==> config.mk <==
export PLATFORM = sky130hd
export DESIGN_NAME = pbfa_front
export DESIGN_NICKNAME = d
export VERILOG_FILES = /design/src/design/pbfa_pkg.sv /design/src/design/pbfa_front.sv
export SDC_FILE = /design/constraint.sdc
export NUM_CORES = 1
export LEC_CHECK = 0
export BUFFER_PORTS_ARGS = -buffer_cell sky130_fd_sc_hd__buf_2
export CAP_MARGIN = 40
export CORE_ASPECT_RATIO = 1.75
export CORE_MARGIN = 2
export CORE_UTILIZATION = 30
export DETAILED_ROUTE_END_ITERATION = 8
export GPL_ROUTABILITY_DRIVEN = 0
export SYNTH_ARGS = -nofsm -noshare
export SYNTH_HDL_FRONTEND = slang
export SYNTH_SLANG_ARGS = --single-unit
==> constraint.sdc <==
create_clock -name vclk -period 14.7
set_input_delay 0.735 -clock vclk [all_inputs]
set_output_delay 0.735 -clock vclk [all_outputs]
set_load 0.02 [all_outputs]
==> src/design/pbfa_pkg.sv <==
// pbfa_pkg: shared types, constants and helper function of the packed bit field array
// no dependencies; imported by every module of the block but pbfa_ram

package pbfa_pkg;

    localparam int STORE_WORDS = 1024;
    localparam int ADDR_W      = $clog2(STORE_WORDS);
    localparam int WORD_W      = 64;
    localparam int OFF_W       = 6;
    localparam int WIDTH_W     = 7;
    localparam int COUNT_W     = 17;
    localparam int INDEX_W     = 16;
    localparam int POS_W       = INDEX_W + WIDTH_W;
    localparam int CFG_INDEX_W = 4;
    localparam int CFG_DATA_W  = 32;
    localparam int QUEUE_DEPTH = 2;

    localparam logic [CFG_INDEX_W-1:0] REG_ELEMENT_WIDTH = CFG_INDEX_W'(0);
    localparam logic [CFG_INDEX_W-1:0] REG_ELEMENT_COUNT = CFG_INDEX_W'(1);

    localparam logic [WIDTH_W-1:0] WIDTH_RESET = WIDTH_W'(8);
    localparam logic [COUNT_W-1:0] COUNT_RESET = COUNT_W'(8192);

    localparam logic FUNC_READ  = 1'b0;
    localparam logic FUNC_WRITE = 1'b1;

    typedef struct packed {
        logic               func;
        logic [INDEX_W-1:0] index;
        logic [WORD_W-1:0]  write_value;
    } pbfa_in_t;

    typedef struct packed {
        logic [WORD_W-1:0] read_data;
        logic              error;
    } pbfa_out_t;

    // classified request handed from front to back
    typedef struct packed {
        logic              func;
        logic              error;
        logic              straddle;
        logic [ADDR_W-1:0] addr;
        logic [OFF_W-1:0]  shift;
        logic [OFF_W-1:0]  offset;
        logic [OFF_W-1:0]  width_m1;
        logic [WORD_W-1:0] write_value;
    } pbfa_cmd_t;

    // ones in the low width_m1 + 1 bits
    function automatic logic [WORD_W-1:0] low_mask(input logic [OFF_W-1:0] width_m1);
        low_mask = {WORD_W{1'b1}} >> (~width_m1);
    endfunction

endpackage

==> src/design/pbfa_front.sv <==
// pbfa_front: accepts requests, computes word address, bit offset and checks
// depends on pbfa_pkg

module pbfa_front (
    input  logic                          s_valid,
    output logic                          s_ready,
    input  pbfa_pkg::pbfa_in_t            s_data,
    input  logic [pbfa_pkg::WIDTH_W-1:0]  element_width,
    input  logic [pbfa_pkg::COUNT_W-1:0]  element_count,
    output logic                          push_valid,
    input  logic                          push_ready,
    output pbfa_pkg::pbfa_cmd_t           push_data
);
    import pbfa_pkg::*;

    logic [POS_W-1:0]       first_pos;
    logic [POS_W-1:0]       last_pos;
    logic [POS_W-OFF_W-1:0] first_word;
    logic [POS_W-OFF_W-1:0] last_word;
    logic [WIDTH_W-1:0]     width_m1_full;
    logic [WORD_W-1:0]      mask;
    logic                   bad_width;
    logic                   bad_index;
    logic                   beyond_store;
    logic                   too_wide;

    assign first_pos  = POS_W'(s_data.index) * POS_W'(element_width);
    assign last_pos   = first_pos + POS_W'(element_width) - POS_W'(1);
    assign first_word = first_pos[POS_W-1:OFF_W];
    assign last_word  = last_pos[POS_W-1:OFF_W];

    assign width_m1_full = element_width - WIDTH_W'(1);
    assign mask          = low_mask(width_m1_full[OFF_W-1:0]);

    assign bad_width    = (element_width == '0) || (element_width > WIDTH_W'(WORD_W));
    assign bad_index    = {1'b0, s_data.index} >= element_count;
    assign beyond_store = 32'(last_word) >= 32'(STORE_WORDS);
    assign too_wide     = (s_data.func == FUNC_WRITE) && (|(s_data.write_value & ~mask));

    always_comb begin
        push_data.func        = s_data.func;
        push_data.error       = bad_width || bad_index || beyond_store || too_wide;
        push_data.straddle    = first_word != last_word;
        push_data.addr        = ADDR_W'(first_word);
        push_data.shift       = ~last_pos[OFF_W-1:0];
        push_data.offset      = first_pos[OFF_W-1:0];
        push_data.width_m1    = width_m1_full[OFF_W-1:0];
        push_data.write_value = s_data.write_value;
    end

    assign push_valid = s_valid;
    assign s_ready    = push_ready;

endmodule

### Word-level counts from Yosys, hierarchy flattened

Cells that the tools add are included.

| storage, ports and cells | value |
|---|---|
| bits in registers | 0 |
| output and inout port bits | 97 |
| logic and storage cells | 20 |

| operators by class | value |
|---|---|
| add/subtract/negate cells | 3 |
| $mul | 1 |
| $lt $le $gt $ge | 3 |
| eq/ne operators | 1 |
| shift operators | 1 |
| bitwise logic cells | 4 |
| reduce and logical (&&, ||, !) cells | 7 |

Operators by type and width:

| operator | count |
|---|---|
| 64-bit AND | 1 |
| 64-bit NOT | 1 |
| 64-bit OR reduction | 1 |
| 64-bit by 6-bit >> shifter with 64-bit output, first input constant | 1 |
| 23-bit by 7-bit adder with 23-bit output | 1 |
| 16-bit by 7-bit multiplier with 23-bit output | 1 |
| 23-bit by 1-bit subtractor with 23-bit output, second input constant | 1 |
| 16-bit by 17-bit greater-or-equal comparator with 1-bit output | 1 |
| 17-bit by 11-bit greater-or-equal comparator with 1-bit output, second input constant | 1 |
| 17-bit inequality test | 1 |
| 6-bit NOT | 2 |
| 7-bit greater-than comparator, second input constant | 1 |
| 7-bit zero test | 1 |
| 6-bit by 1-bit subtractor with 6-bit output, second input constant | 1 |
| 1-bit logical OR | 4 |
| 1-bit logical AND | 1 |

### Depth between registers and ports, before layout

Gate-level depths: netlist of the first run.

| depth | value |
|---|---|
| word-level depth | 8 |
| gate-level depth with buffers | 32 |
| mapped depth without buffers | 31 |

### Worst setup path after synthesis of the first run

No wires, ideal clock.

| path | value |
|---|---|
| kind | input port to output port |
| start | input port element_width[2] in the netlist's numbering |
| end | output port push_data[93] in the netlist's numbering |
| arrival | 7.615 ns |
| path slack | 6.350 ns |
| stages on the path | 31 |
| cell sequence | clkbuf_1 -> clkbuf_1 -> and2_1 -> fa_1 -> inv_1 -> fa_1 -> inv_1 -> fa_1 -> inv_1 -> fa_1 -> inv_1 -> ha_1 -> a21o_1 -> a21o_1 -> a31o_2 -> a21o_2 -> a21oi_1 -> xor2_1 -> inv_1 -> ha_1 -> a21o_1 -> a21o_1 -> a21oi_1 -> a21boi_0 -> o22ai_1 -> a21oi_2 -> or4_1 -> o211ai_1 -> or3_1 -> and3_1 -> o2111ai_1 |

RTL lines:

| what | RTL line | RTL |
|---|---|---|
| start: declaration | pbfa_front.sv:8 | `input logic [pbfa_pkg::WIDTH_W-1:0] element_width,` |
| end: declaration | pbfa_front.sv:12 | `output pbfa_pkg::pbfa_cmd_t push_data` |

==> impl_results.md, run 1 <==
- Hold buffer count at cts: 0
- Startpoint Class: primary input
- DR pass1 iterations: 4
- Unrepaired setup endpoints after global routing: false
- Post-Syn Area per Cell: 7.61 µm²
- Max Cap Viol: 0
- Unique cell type count in the Yosys netlist: 68
- Buffers on Ports: 198
- Global-route wire length before repair: 31,900 µm
- Post-route DRC: 0
- # diodes: 0
- Final hold viol count: 0
- Largest net degree at the start of global routing: 22
- Status: complete, no violations
- Pre-CTS setup slack: 5.96 ns
- Via count: 6,517
- Mapped Area: 0.00672 mm²
- Via density: 5.04
- Final worst path period share: 0.589
- Die Y: 202 µm
- DRT Wirelength: 20,600 µm
- Syn-to-layout area delta: 12.0%
- Yosys top cell by area: fa_1
- Die area: 0.0237 mm²
- Most frequent cell after synthesis: inv_1
- Synth top cells by count: inv_1, and2_1, ha_1, fa_1, buf_4
- Top cell type's share of synthesized area: 0.208
- CLK BUF: 0
- Most used cell, CP: inv_1
- Slew Limit Fails: 0
- Initial antenna violation count: 0
- Post-CTS Setup Repair Bufs: 0
- Syn nets: 1,144
- Ys Warns: 0
- Fmax: 116 MHz
- CP max stage delay: 0.60 ns
- Layout cells sized above 1: 0.220
- Finish-stage setup viols: 0
- Reg area: 0 µm²
- Fin Setup TNS: 0 ns
- Post-CTS sizing: 0
- CP Capture Type: output pin
- Register area share after synthesis: 0
- CP max FO: 17
- Net count, final: 1,261
- Io pins: 204
- Critical path startpoint: element_width[1]
- Initial core utilization: 0.305
- Post-DR wirelength/cell: 15.9 µm
- Min-delay src: s_valid
- Crit path time final: 8.65 ns
- Row cnt: 72
- Dpl hpwl: 18,200 µm
- Arrival time worst endpoint: 7.92 ns
- Congestion Overflow GR: 0
- Gate Count Post-Synth: 883
- DR iter-0 viols: 236
- Synth area leaders: fa_1, ha_1, and2_1
- Final ANT Viol Nets: 0
- Gr usage total: 0.167
- Seq_cells: 0
- Vias in the first global route: 6,685
- WHS Path Cells: 0
- Min-Delay Endpoint: push_valid
- Die Width: 117 µm
- CP Class: in2out
- Measured slew at the worst slew-check pin: 0.833 ns
- Slew HR: 0.441
- Worst Setup Slack, final: 6.05 ns
- Core ar.: 0.0221 mm²
- Worst hold path type: in2out
- Worst path slowest cell: a2111oi_0
- CP required: 13.97 ns
-- worst max-delay path, delay by kind of cell --
family	cells	cell delay [ns]
and+or+nand+nor	3	0.69
adders and majority gates	6	2.76
AOI/OAI and AO/OA	11	2.54
xor gates and xnor gates	2	0.51
buffers and inverters	7	0.71
-- metrics by stage --
step / hold WS [ns] / util / cell area, µm² / cells
2_1_floorplan: 1.54 / - / 6720 / 883
3_3_place_gp: 1.47 / 0.341 / 7520 / 1293
3_5_place_dp: 1.47 / 0.341 / 7530 / 1294
4_1_cts: 1.47 / 0.341 / 7530 / 1294
5_1_grt: 1.47 / 0.341 / 7530 / 1294
6_report: 1.47 / 0.341 / 7530 / 1294
-- worst max-delay path by stage --
stage	slack [ns]	cells after the start	to
floorplan	6.35	31	push_data[93]
detailed placement	5.96	29	push_data[92]
global route	5.62	31	push_data[93]
finish	6.05	29	push_data[92]
global placement	6.06	29	push_data[92]
CTS	5.97	29	push_data[92]
-- cells in the final DEF, fill, tap and decap left out, types with 5 or more instances in the layout --
cell type / netlist / layout
o21ai_0: 38 / 38
inv_1: 135 / 135
a21oi_1: 49 / 49
o22ai_1: 12 / 12
and3_1: 6 / 6
xor2_1: 11 / 11
nor3_1: 9 / 9
buf_2: 2 / 199
xnor2_1: 35 / 35
a211oi_1: 5 / 5
nand2b_1: 7 / 7
nor2_1: 44 / 44
o21a_1: 9 / 9
fa_1: 70 / 70
nand3_1: 16 / 16
nand4_1: 10 / 10
ha_1: 84 / 84
nor2b_1: 6 / 6
a31oi_1: 9 / 9
nor4_1: 6 / 6
a21o_1: 20 / 20
and2_1: 95 / 95
nand2_1: 47 / 47
-- kinds of logic after synthesis --
logic type,share of synthesized area
buf+inv,0.161
fa+ha+maj,0.366
compound gates,0.200
simple gates,0.207
xor+xnor,0.0648
-- final cells by class --
cell class         count  area, µm²
fillers             2362      14500
multi-input cells    662       5640
repair buffers       201       1010
inverters            135        507
well taps            296        370
-- layer usage --
layer / vias up / global-route usage / wire [µm]
met5: - / 0 / 0
met4: 0 / 0.0710 / 1020
met3: 59 / 0.0144 / 782
met2: 191 / 0.356 / 12200
met1: 3151 / 0.149 / 6630
li1: 3116 / - / -
Power of run 1 is left out: the tool's default activity adds up to more than one toggle a clock period on the data nets, which glitch-free logic cannot reach.
==> run 2: changes to the inputs <==
==> constraint.sdc (replaced) <==
create_clock -name vclk -period 7
set_input_delay 0.35 -clock vclk [all_inputs]
set_output_delay 0.35 -clock vclk [all_outputs]
set_load 0.02 [all_outputs]
==> impl_results.md, run 2 (synthesis results as in run 1) <==
- DRT Wirelength: 21,000 µm (+2.1%)
- Max Cap Viol: 0 (unchanged)
- CP required: 6.65 ns (-7.32 ns)
- Status: complete, no violations
- Largest net degree at the start of global routing: 21 (-4.5%)
- Routed met2 length: 12,800 µm (+5.2%)
- Slew Limit Fails: 0 (unchanged)
- Fill cell count: 2,318 (-1.9%)
- DR iter-0 viols: 192 (-19%)
- Layout cells sized above 1: 0.334 (+0.114)
- Row cnt: 72 (unchanged)
- Worst hold path type: in2out
- Unrepaired setup endpoints after global routing: true
- Crit path time final: 6.96 ns
- Met1 wire length: 6900 µm (+4.1%)
- Met3 WL: 610 µm (-22%)
- Via density: 4.92 (-2.4%)
- Congestion Overflow GR: 0 (unchanged)
- Seq_cells: 0 (unchanged)
- CLK BUF: 0 (unchanged)
- Startpoint Class: primary input
- Arrival time worst endpoint: 6.61 ns (-1.31 ns)
- DR pass1 iterations: 4 (unchanged)
- Buffers on Ports: 198 (unchanged)
- Top Metal Used: met4
- CP Capture Type: output pin
- Gr usage total: 0.168 (+0.00102)
- Final worst path period share: 0.995
- Fmax: 144 MHz
- Initial core utilization: 0.305 (unchanged)
- Via count: 6,757 (+3.7%)
- Io pins: 204 (unchanged)
- Post-route DRC: 0 (unchanged)
- Die Width: 117 µm (unchanged)
- Hold_ws: 0.700 ns (-0.770 ns)
- Final ANT Viol Nets: 0 (unchanged)
- Measured slew at the worst slew-check pin: 0.649 ns (-0.184 ns)
- Global-route wire length before repair: 32,100 µm (+0.71%)
- Reg area: 0 µm² (unchanged)
- Worst path slowest cell: fa_1
- Slew HR: 0.567 (+0.126)
- Commonest non-fill, non-tap cell in the layout: buf_2
- Die area: 0.0237 mm² (unchanged)
- Post-DR wirelength/cell: 15.3 µm (-3.8%)
- Final hold viol count: 0 (unchanged)
- Dpl hpwl: 18,500 µm (+2.0%)
- Syn-to-layout area delta: 27.5%
- Net count, final: 1,341 (+6.3%)
- Most frequent cells in the layout: buf_2, inv_1, and2_1
- Core ar.: 0.0221 mm² (unchanged)
- # diodes: 0 (unchanged)
- CP Class: in2out
- CP max FO: 4 (-13)
- Initial antenna violation count: 0 (unchanged)
- Vias in the first global route: 6,738 (+0.79%)
- Finish-stage setup viols: 0 (unchanged)
- Die Y: 202 µm (unchanged)
- Multi-input logic area: 0.00603 mm² (+7.0%)
- Hold buffer count at cts: 0 (unchanged)
- CP max stage delay: 0.54 ns (-0.06 ns)
- Util after Layout: 0.388 (+0.0473)
==> run 2: worst paths after layout <==
| path | from | endpoint | slack [ns] | cells past startpoint |
|---|---|---|---|---|
| hold / removal | push_ready | s_ready | 0.70 | 0 |
| setup / recovery | element_width[1] | push_data[93] | 0.04 | 31 |
==> run 2: critical path: cells and delay by family <==
kind                     cells  cell delay, ns
AND/OR/NAND/NOR              4            0.82
adder cells (fa/ha/maj)      6            2.50
buffers and inverters        7            0.50
XOR/XNOR                     1            0.22
AO/OA/AOI/OAI               13            2.21
==> run 2: routing by layer <==
metal  vias up  GRT usage
li1       3279          -
met1      3247      0.156
met2       193      0.367
met3        38    0.00630
met4         0     0.0504
met5         -          0
==> run 2: final cells by class <==
cell class,instances,area share
Timing Repair Buffer,281,0.194
Multi-Input combinational cell,662,0.704
Inverter,135,0.0591
Tap cell,296,0.0432
==> run 2: stage by stage <==
stage	instances	instance area (µm²)	worst slack (ns)	setup TNS [ns]
after floorplan	883	6890	-0.00817	-0.00817
after global placement	1365	8190	-0.101	-0.149
after detailed placement	1365	8190	-0.150	-0.283
after CTS	1369	8260	-0.0180	-0.0180
after global routing	1374	8570	-0.273	-0.413
final	1374	8570	0.0367	0
==> run 2: what timing repair did <==
| item | in CTS | in global routing |
|---|---|---|
| cloned | 0 | 0 |
| endpoints found under the setup margin | 2 | 2 |
| pin swaps | 11 | 26 |
| resized for setup | 15 | 55 |
| setup buffers | 4 | 5 |
Power of run 2 is left out for the same reason.
