## config.mk

```make
export PLATFORM = sky130hd
export DESIGN_NAME = pbfa_queue
export DESIGN_NICKNAME = d
export VERILOG_FILES = /design/src/design/pbfa_pkg.sv /design/src/design/pbfa_queue.sv
export SDC_FILE = /design/constraint.sdc
export NUM_CORES = 1
export LEC_CHECK = 0
export BUFFER_PORTS_ARGS = -buffer_cell sky130_fd_sc_hd__buf_2
export CELL_PAD_IN_SITES_DETAIL_PLACEMENT = 2
export CELL_PAD_IN_SITES_GLOBAL_PLACEMENT = 2
export CORE_MARGIN = 1.5
export CORE_UTILIZATION = 38
export CTS_CLUSTER_DIAMETER = 30
export CTS_CLUSTER_SIZE = 8
export DETAILED_ROUTE_END_ITERATION = 7
export PLACE_DENSITY = 0.82
export RECOVER_POWER = 100
export REMOVE_ABC_BUFFERS = 1
export SYNTH_ARGS = -nofsm -noshare
export SYNTH_HDL_FRONTEND = slang
export SYNTH_SLANG_ARGS = --single-unit
```

## constraint.sdc

```tcl
create_clock -name aclk -period 4.5 [get_ports aclk]
set_input_delay 0.45 -clock aclk [delete_from_list [all_inputs] [get_ports aclk]]
set_output_delay 0.45 -clock aclk [all_outputs]
set_load 0.05 [all_outputs]
```

## src/design/pbfa_pkg.sv

```systemverilog
// pbfa_pkg: shared types, constants and helper function of the packed bit field array
// no dependencies; imported by every module of the block but pbfa_ram

package pbfa_pkg;

    localparam int STORE_WORDS = 1024;
    localparam int ADDR_W      = $clog2(STORE_WORDS);
    localparam int WORD_W      = 64;
    localparam int OFF_W       = 6;
    localparam int WIDTH_W     = 7;
    localparam int COUNT_W     = 17;
    localparam int INDEX_W     = 16;
    localparam int POS_W       = INDEX_W + WIDTH_W;
    localparam int CFG_INDEX_W = 4;
    localparam int CFG_DATA_W  = 32;
    localparam int QUEUE_DEPTH = 2;

    localparam logic [CFG_INDEX_W-1:0] REG_ELEMENT_WIDTH = CFG_INDEX_W'(0);
    localparam logic [CFG_INDEX_W-1:0] REG_ELEMENT_COUNT = CFG_INDEX_W'(1);

    localparam logic [WIDTH_W-1:0] WIDTH_RESET = WIDTH_W'(8);
    localparam logic [COUNT_W-1:0] COUNT_RESET = COUNT_W'(8192);

    localparam logic FUNC_READ  = 1'b0;
    localparam logic FUNC_WRITE = 1'b1;

    typedef struct packed {
        logic               func;
        logic [INDEX_W-1:0] index;
        logic [WORD_W-1:0]  write_value;
    } pbfa_in_t;

    typedef struct packed {
        logic [WORD_W-1:0] read_data;
        logic              error;
    } pbfa_out_t;

    // classified request handed from front to back
    typedef struct packed {
        logic              func;
        logic              error;
        logic              straddle;
        logic [ADDR_W-1:0] addr;
        logic [OFF_W-1:0]  shift;
        logic [OFF_W-1:0]  offset;
        logic [OFF_W-1:0]  width_m1;
        logic [WORD_W-1:0] write_value;
    } pbfa_cmd_t;

    // ones in the low width_m1 + 1 bits
    function automatic logic [WORD_W-1:0] low_mask(input logic [OFF_W-1:0] width_m1);
        low_mask = {WORD_W{1'b1}} >> (~width_m1);
    endfunction

endpackage

```

## src/design/pbfa_queue.sv

```systemverilog
// pbfa_queue: short fifo of classified requests between front and back
// depends on pbfa_pkg

module pbfa_queue (
    input  logic                aclk,
    input  logic                aresetn,
    input  logic                push_valid,
    output logic                push_ready,
    input  pbfa_pkg::pbfa_cmd_t push_data,
    output logic                pop_valid,
    input  logic                pop_ready,
    output pbfa_pkg::pbfa_cmd_t pop_data
);
    import pbfa_pkg::*;

    localparam int PTR_W = (QUEUE_DEPTH > 1) ? $clog2(QUEUE_DEPTH) : 1;
    localparam int CNT_W = $clog2(QUEUE_DEPTH + 1);

    pbfa_cmd_t        entry_reg [QUEUE_DEPTH];
    logic [PTR_W-1:0] wr_ptr_reg;
    logic [PTR_W-1:0] wr_ptr_next;
    logic [PTR_W-1:0] rd_ptr_reg;
    logic [PTR_W-1:0] rd_ptr_next;
    logic [CNT_W-1:0] count_reg;
    logic [CNT_W-1:0] count_next;
    logic             do_push;
    logic             do_pop;

    assign push_ready = count_reg != CNT_W'(QUEUE_DEPTH);
    assign pop_valid  = count_reg != '0;
    assign pop_data   = entry_reg[rd_ptr_reg];
    assign do_push    = push_valid && push_ready;
    assign do_pop     = pop_valid && pop_ready;

    always_comb begin
        wr_ptr_next = wr_ptr_reg;
        rd_ptr_next = rd_ptr_reg;
        count_next  = count_reg;
        if (do_push) begin
            wr_ptr_next = (wr_ptr_reg == PTR_W'(QUEUE_DEPTH - 1)) ? '0 : wr_ptr_reg + PTR_W'(1);
        end
        if (do_pop) begin
            rd_ptr_next = (rd_ptr_reg == PTR_W'(QUEUE_DEPTH - 1)) ? '0 : rd_ptr_reg + PTR_W'(1);
        end
        if (do_push && !do_pop) begin
            count_next = count_reg + CNT_W'(1);
        end else if (do_pop && !do_push) begin
            count_next = count_reg - CNT_W'(1);
        end
    end

    always_ff @(posedge aclk) begin
        if (!aresetn) begin
            wr_ptr_reg <= '0;
            rd_ptr_reg <= '0;
            count_reg  <= '0;
        end else begin
            wr_ptr_reg <= wr_ptr_next;
            rd_ptr_reg <= rd_ptr_next;
            count_reg  <= count_next;
        end
    end

    always_ff @(posedge aclk) begin
        if (do_push) begin
            entry_reg[wr_ptr_reg] <= push_data;
        end
    end

endmodule

```

-- After elaboration in Yosys (flattened, before gate mapping)
Memory sizes are Yosys's and may differ from the RTL's. A register that Yosys moved wholly into a read port is not among the register bits.
Cells that the tools add are included.
- flip-flop bits (word level): 4
- RAM bits: 190
- output and inout port bits: 97
- logic and storage cells: 25
- memories kept: 1
- add/sub/neg operators: 4
- eq/ne operators: 1
- multiplexer cells: 8
- reduce and logical (&&, ||, !) cells: 8
- memory list (name ; words ; bits a word ; read ports ; clocked after Yosys merged registers in ; write ports ; RTL line ; text):
    entry_reg ; 2 ; 95 ; 1 ; 1 ; 1 ; pbfa_queue.sv:19 ; pbfa_cmd_t entry_reg [QUEUE_DEPTH];
- operator list (operator ; count):
    1-bit two-way mux ; 6
    1-bit logical AND ; 4
    2-bit two-way mux ; 2
    2-bit nonzero test ; 2
    1-bit adder, second input constant ; 2
    2-bit by 1-bit adder with 2-bit output, second input constant ; 1
    1-bit logical NOT ; 2
    2-bit inequality test, second input constant ; 1
    2-bit by 1-bit subtractor with 2-bit output, second input constant ; 1

-- Logic depth before layout (Yosys ltp)
- depth after elaboration: 6
- depth in mapped cells: 6

-- Worst setup path before layout
Ideal clock, no wire load.
- path kind: reg-to-reg
- start point: reg count_reg[0]
- end point: mem entry_reg[1][0] (netlist name), enable pin
- data arrival time: 2.935 ns
- data required time: 4.035 ns
- setup slack: 1.101 ns
- cell stages (with the launch flop): 3
- buffers on the path: 0
- clock period less this slack: 3.399 ns
- cell sequence: dfxtp_1 > nand2b_4 > and3_1
- cells in the longest elaborated chain, start to end: 4
- RTL lines (element ; RTL line ; text):
    start: declaration ; pbfa_queue.sv:24 ; logic [CNT_W-1:0] count_reg;
    start signal: assignment ; pbfa_queue.sv:60 ; count_reg <= count_next;
    2-bit inequality test ; pbfa_queue.sv:29 ; assign push_ready = count_reg != CNT_W'(QUEUE_DEPTH);
    net push_ready ; pbfa_queue.sv:8 ; output logic push_ready,
    1-bit logical AND ; pbfa_queue.sv:32 ; assign do_push = push_valid && push_ready;
    1-bit two-way mux ; pbfa_queue.sv:65 ; if (do_push) begin
    1-bit two-way mux (not written as such) ; pbfa_queue.sv:66 ; entry_reg[wr_ptr_reg] <= push_data;
    end: declaration ; pbfa_queue.sv:19 ;
The timed path passes the listed nets, and every way through them passes these cells.

-- Worst setup path in the final report
- start point: reg count_reg[0]
- end point: mem entry_reg[1][54] (netlist name), enable pin
- cells in the longest elaborated chain, start to end: 4
- RTL lines (element ; RTL line):
    2-bit inequality test ; pbfa_queue.sv:29
    1-bit logical AND ; pbfa_queue.sv:32
    1-bit two-way mux ; pbfa_queue.sv:65
    1-bit two-way mux (not written as such) ; pbfa_queue.sv:66
Every way passes these cells.

==> results by stage <==
Cells and area:
- The number of flip-flops under the largest register name is 190.
- The fill cell instance count of the final layout is 1802.
- The net total in the final layout is 627.
- After routing the design area is 8900 µm².
- The repair_antennas step left the layout with diodes totalling 0.
- The fraction of layout instances using a drive strength above 1 is 0.317.
- The area growth from synthesis to final layout is 21.9%.

Worst setup path:
- The critical path buffer and inverter count is 1.
- The critical-path maximum fanout is 79.
- The number of gates on the worst path with buffers counted is 3.
- The worst-path cell with the longest stage delay is sky130_fd_sc_hd__and3_2.
- The largest stage delay on the critical path is 1.55 ns.
- The capture point of the worst reg-to-reg path is entry_reg[1][54].
- The worst setup path is of the flip-flop to flip-flop kind.
- The worst setup path is captured at a flip-flop.
- The worst register-to-register path has a depth of 3.
- The startpoint identified for the worst register-to-register timing path is count_reg[0].
- The critical path goes through nand2b_1 -> and3_2 -> buf_4.
- The kind of cell with the highest combined delay on the critical path is simple AND/OR/NAND/NOR gates.
- The setup check on the worst reg-to-reg path leaves a slack of 1.45 ns.
- STA puts the critical path data required time at 4.59 ns.
- STA puts the critical path data arrival time at 3.14 ns.
- In this run the worst setup path terminates at entry_reg[1][54].
- The launch point of the worst path is count_reg[0].
- The worst setup path is launched from a flip-flop.

Pwr:
- Across the VDD grid, the largest voltage drop is 0.000327 V.
- The total internal power is 0.00365 W.
- The switching power of the nets is 0.00225 W.
- Of the total power, the share spent switching nets is 0.381.
- The cell area power density is 663 nW/µm².
- The clock network fraction of total power is 0.252.
- The share of total power dissipated in combinational logic is 0.339.
- The reported leakage power is 3.03 nW.
- The register share of total power is 0.409.

STA:
- The final critical path time including I/O delays and setup is 3.05 ns.
- Summed over all failing endpoints, the final setup total negative slack is 0 ns.
- The setup skew after layout is 0.0120 ns.
- Measured against its own limit, the worst slew margin works out to -0.324.
- Setup violations remaining at the end of the flow were counted as 0.
- The number of pins with negative max-slew slack in the final report came to 80.
- Setup repair after global routing left no endpoint under its margin.
- The final number of hold-violating endpoints is 0.
- The post-route fraction of the period consumed by the critical path is 0.677.
- The worst-margin pin slew is 1.99 ns.
- The peak clock frequency supported by timing is 328 MHz.

Clocking:
- The insertion delay to the later sink of the worst-skew pair is 0.42 ns.
- The number of buffers inserted for hold repair after clock tree synthesis is 0.
- The clock transition time at the flip-flop clock pins of the worst setup and hold paths is 0.07 ns.
- Counting every sink on the clock net gives 195.
- The CTS root buffer is sky130_fd_sc_hd__clkbuf_16.
- The number of levels the H-tree was split into is 4.
- The clock tree from TritonCTS is done.
- Post-CTS timing repair inserted 0 buffers for setup.
- The number of buffers inserted during clock tree synthesis is 17.
- After clock tree synthesis, the repair step resized 0 gates.
- In this run the deepest clock path goes through 2 buffers.

Floorplan:
- The floorplan has 50 rows.
- The floorplan core area is 18800 µm².
- 196 I/O pins were placed.
- In this run the vertical extent of the chip is 142 µm.
- The overall die width is 142 µm.
- The initial utilization of the core area, before any placement, comes to 0.389.
- The area of the die is 20000 µm².

Placed design:
- The total placed instance area is 8530 µm².
- At the end of routability-driven placement, the weighted congestion stood at 0.697.
- The half-perimeter wire length after detailed placement is 10900 µm.
- Port buffering added 195 buffers.

Global routing:
- The sum of overflow across all layers after global routing is 0.
- The via count of the first global-routing pass was 4172.
- The maximum number of pins on one net before global-route repair is 80.
- The initial antenna violation count is 2.
- In the global route stage, overall resource usage came out at 0.160.
- The first global-routing pass estimated 23700 µm of wire.

Synthesis:
- The post-synthesis sequential element count is 195.
- The synthesized instance count is 320.
- After synthesis, the mean cell area works out to 22.8 µm².
- The most instantiated flip-flop cell in the synthesis netlist is sky130_fd_sc_hd__edfxtp_1.
- The Yosys step of the flow raised 0 warnings.
- After synthesis, the share of flip-flops with an asynchronous set or reset is 0.
- Sorting the synthesized cells by how often they occur yields sky130_fd_sc_hd__edfxtp_1 (190), sky130_fd_sc_hd__mux2_4 (50), sky130_fd_sc_hd__mux2_2 (45), sky130_fd_sc_hd__buf_6 (6), sky130_fd_sc_hd__dfxtp_1 (5).
- The library cell with the largest summed area after synthesis is sky130_fd_sc_hd__edfxtp_1.
- The share of synthesized area in the top cell type comes to 0.782.
- The count of unique library cells instantiated by Yosys is 22.
- Sorting the synthesized cells by area gives the leading types as sky130_fd_sc_hd__edfxtp_1 (78%), sky130_fd_sc_hd__mux2_4 (10%), sky130_fd_sc_hd__mux2_2 (6.9%).
- The library cell with the highest instance count after synthesis is sky130_fd_sc_hd__edfxtp_1.
- The synthesized netlist occupies a cell area of 7300 µm².
- The number of enable flip-flop cells after synthesis is 190.
- The register area share after synthesis is 0.795.

Detailed routing:
- The average routed wire per standard cell is 20.5 µm.
- The count of vias placed by the detailed router is 3717.
- The via density per instance is 4.80.
- The first-pass detailed-route iteration total is 4.
- The wire length after detailed routing is 15800 µm.
- The initial DRC count is 186.
- After detailed routing, the number of remaining DRC violations is 0.
- The count of nets left with antenna violations once routing finished came out at 0.

Outcome:
- The run finished, with violations left.
- The final reports fail on capacitance limit, slew limit.

Hold path:
- The tightest min-delay check is of the input pin to flip-flop type.

Job:
- The number of violations of the max-capacitance limit is 1.
power groups by stage:
| stage | clock network (W) | registers [W] | logic [W] |
|---|---|---|---|
| 2_1_floorplan | 0 | 0.00247 | 0.00166 |
| 3_3_place_gp | 0 | 0.00243 | 0.00207 |
| 3_5_place_dp | 0 | 0.00246 | 0.00211 |
| 4_1_cts | 0.00154 | 0.00242 | 0.00212 |
| 5_1_grt | 0.00160 | 0.00244 | 0.00209 |
| 6_report | 0.00149 | 0.00241 | 0.00200 |
metrics by stage:
step / setup WS (ns) / hold slack, ns / instances / total power (W) / utilization
after global placement: 2.18 / 0.527 / 742 / 0.00449 / 0.454
final: 1.45 / 0.211 / 774 / 0.00590 / 0.474
after detailed placement: 2.07 / 0.582 / 742 / 0.00457 / 0.454
after CTS: 1.67 / 0.192 / 774 / 0.00607 / 0.485
after floorplan: 0.303 / 0.512 / 309 / 0.00413 / -
after global routing: 1.17 / 0.186 / 774 / 0.00613 / 0.474
how the worst min path moves through the flow:
stage                              from          endpoint  slack [ns]  cells past startpoint
final                     push_data[87]  entry_reg[1][87]        0.21                      1
after global routing       push_data[6]   entry_reg[0][6]        0.19                      1
after CTS                  push_data[6]   entry_reg[0][6]        0.19                      1
after detailed placement   count_reg[1]      count_reg[1]        0.58                      2
after global placement     count_reg[1]      count_reg[1]        0.53                      2
after floorplan            count_reg[1]      count_reg[1]        0.51                      2
kinds of logic after synthesis:
logic type / count (synthesis) / synth area share
xor gates and xnor gates: 3 / 0.00360
AOI/OAI and AO/OA: 5 / 0.00480
adders and majority gates: 1 / 0.00171
muxes: 95 / 0.172
and+or+nand+nor: 9 / 0.00892
DFF: 195 / 0.795
buffers and inverters: 12 / 0.0132
layer usage:
layer | track usage | share of wire
met3 | 0.0459 | 0.053
met1 | 0.183 | 0.40
met2 | 0.288 | 0.53
met4 | 0.0521 | 0.011
met5 | 0 | 0.00082
final cells by class:
cell class	count	area (µm²)	area share
Tap cell	234	293	0.0329
Multi-Input combinational cell	113	1390	0.156
Clock inverter	13	149	0.0167
Sequential cell	195	5810	0.653
Clock buffer	19	433	0.0486
Timing Repair Buffer	199	821	0.0922
Inverter	1	5.00	0.000562
placed cells by master, fill, tap and decap left out, types with 2 or more instances in the layout:
cell,count
sky130_fd_sc_hd__a21boi_0,2
sky130_fd_sc_hd__and2_0,2
sky130_fd_sc_hd__and2_1,2
sky130_fd_sc_hd__buf_2,39
sky130_fd_sc_hd__buf_4,2
sky130_fd_sc_hd__bufinv_16,2
sky130_fd_sc_hd__clkbuf_1,158
sky130_fd_sc_hd__clkbuf_16,17
sky130_fd_sc_hd__clkinv_2,2
sky130_fd_sc_hd__clkinv_4,2
sky130_fd_sc_hd__clkinvlp_4,2
sky130_fd_sc_hd__dfxtp_1,4
sky130_fd_sc_hd__edfxtp_1,190
sky130_fd_sc_hd__inv_6,4
sky130_fd_sc_hd__mux2_1,2
sky130_fd_sc_hd__mux2_2,43
sky130_fd_sc_hd__mux2_4,50
sky130_fd_sc_hd__o21ai_0,2
sky130_fd_sc_hd__xnor2_1,2
worst register-to-register path, stage by stage (launching register included):
cell and delay [ns]:
sky130_fd_sc_hd__dfxtp_1 0.44, sky130_fd_sc_hd__nand2b_1 0.23, sky130_fd_sc_hd__and3_2 1.55, sky130_fd_sc_hd__buf_4 0.50
Power figures use the tool's default switching activity.
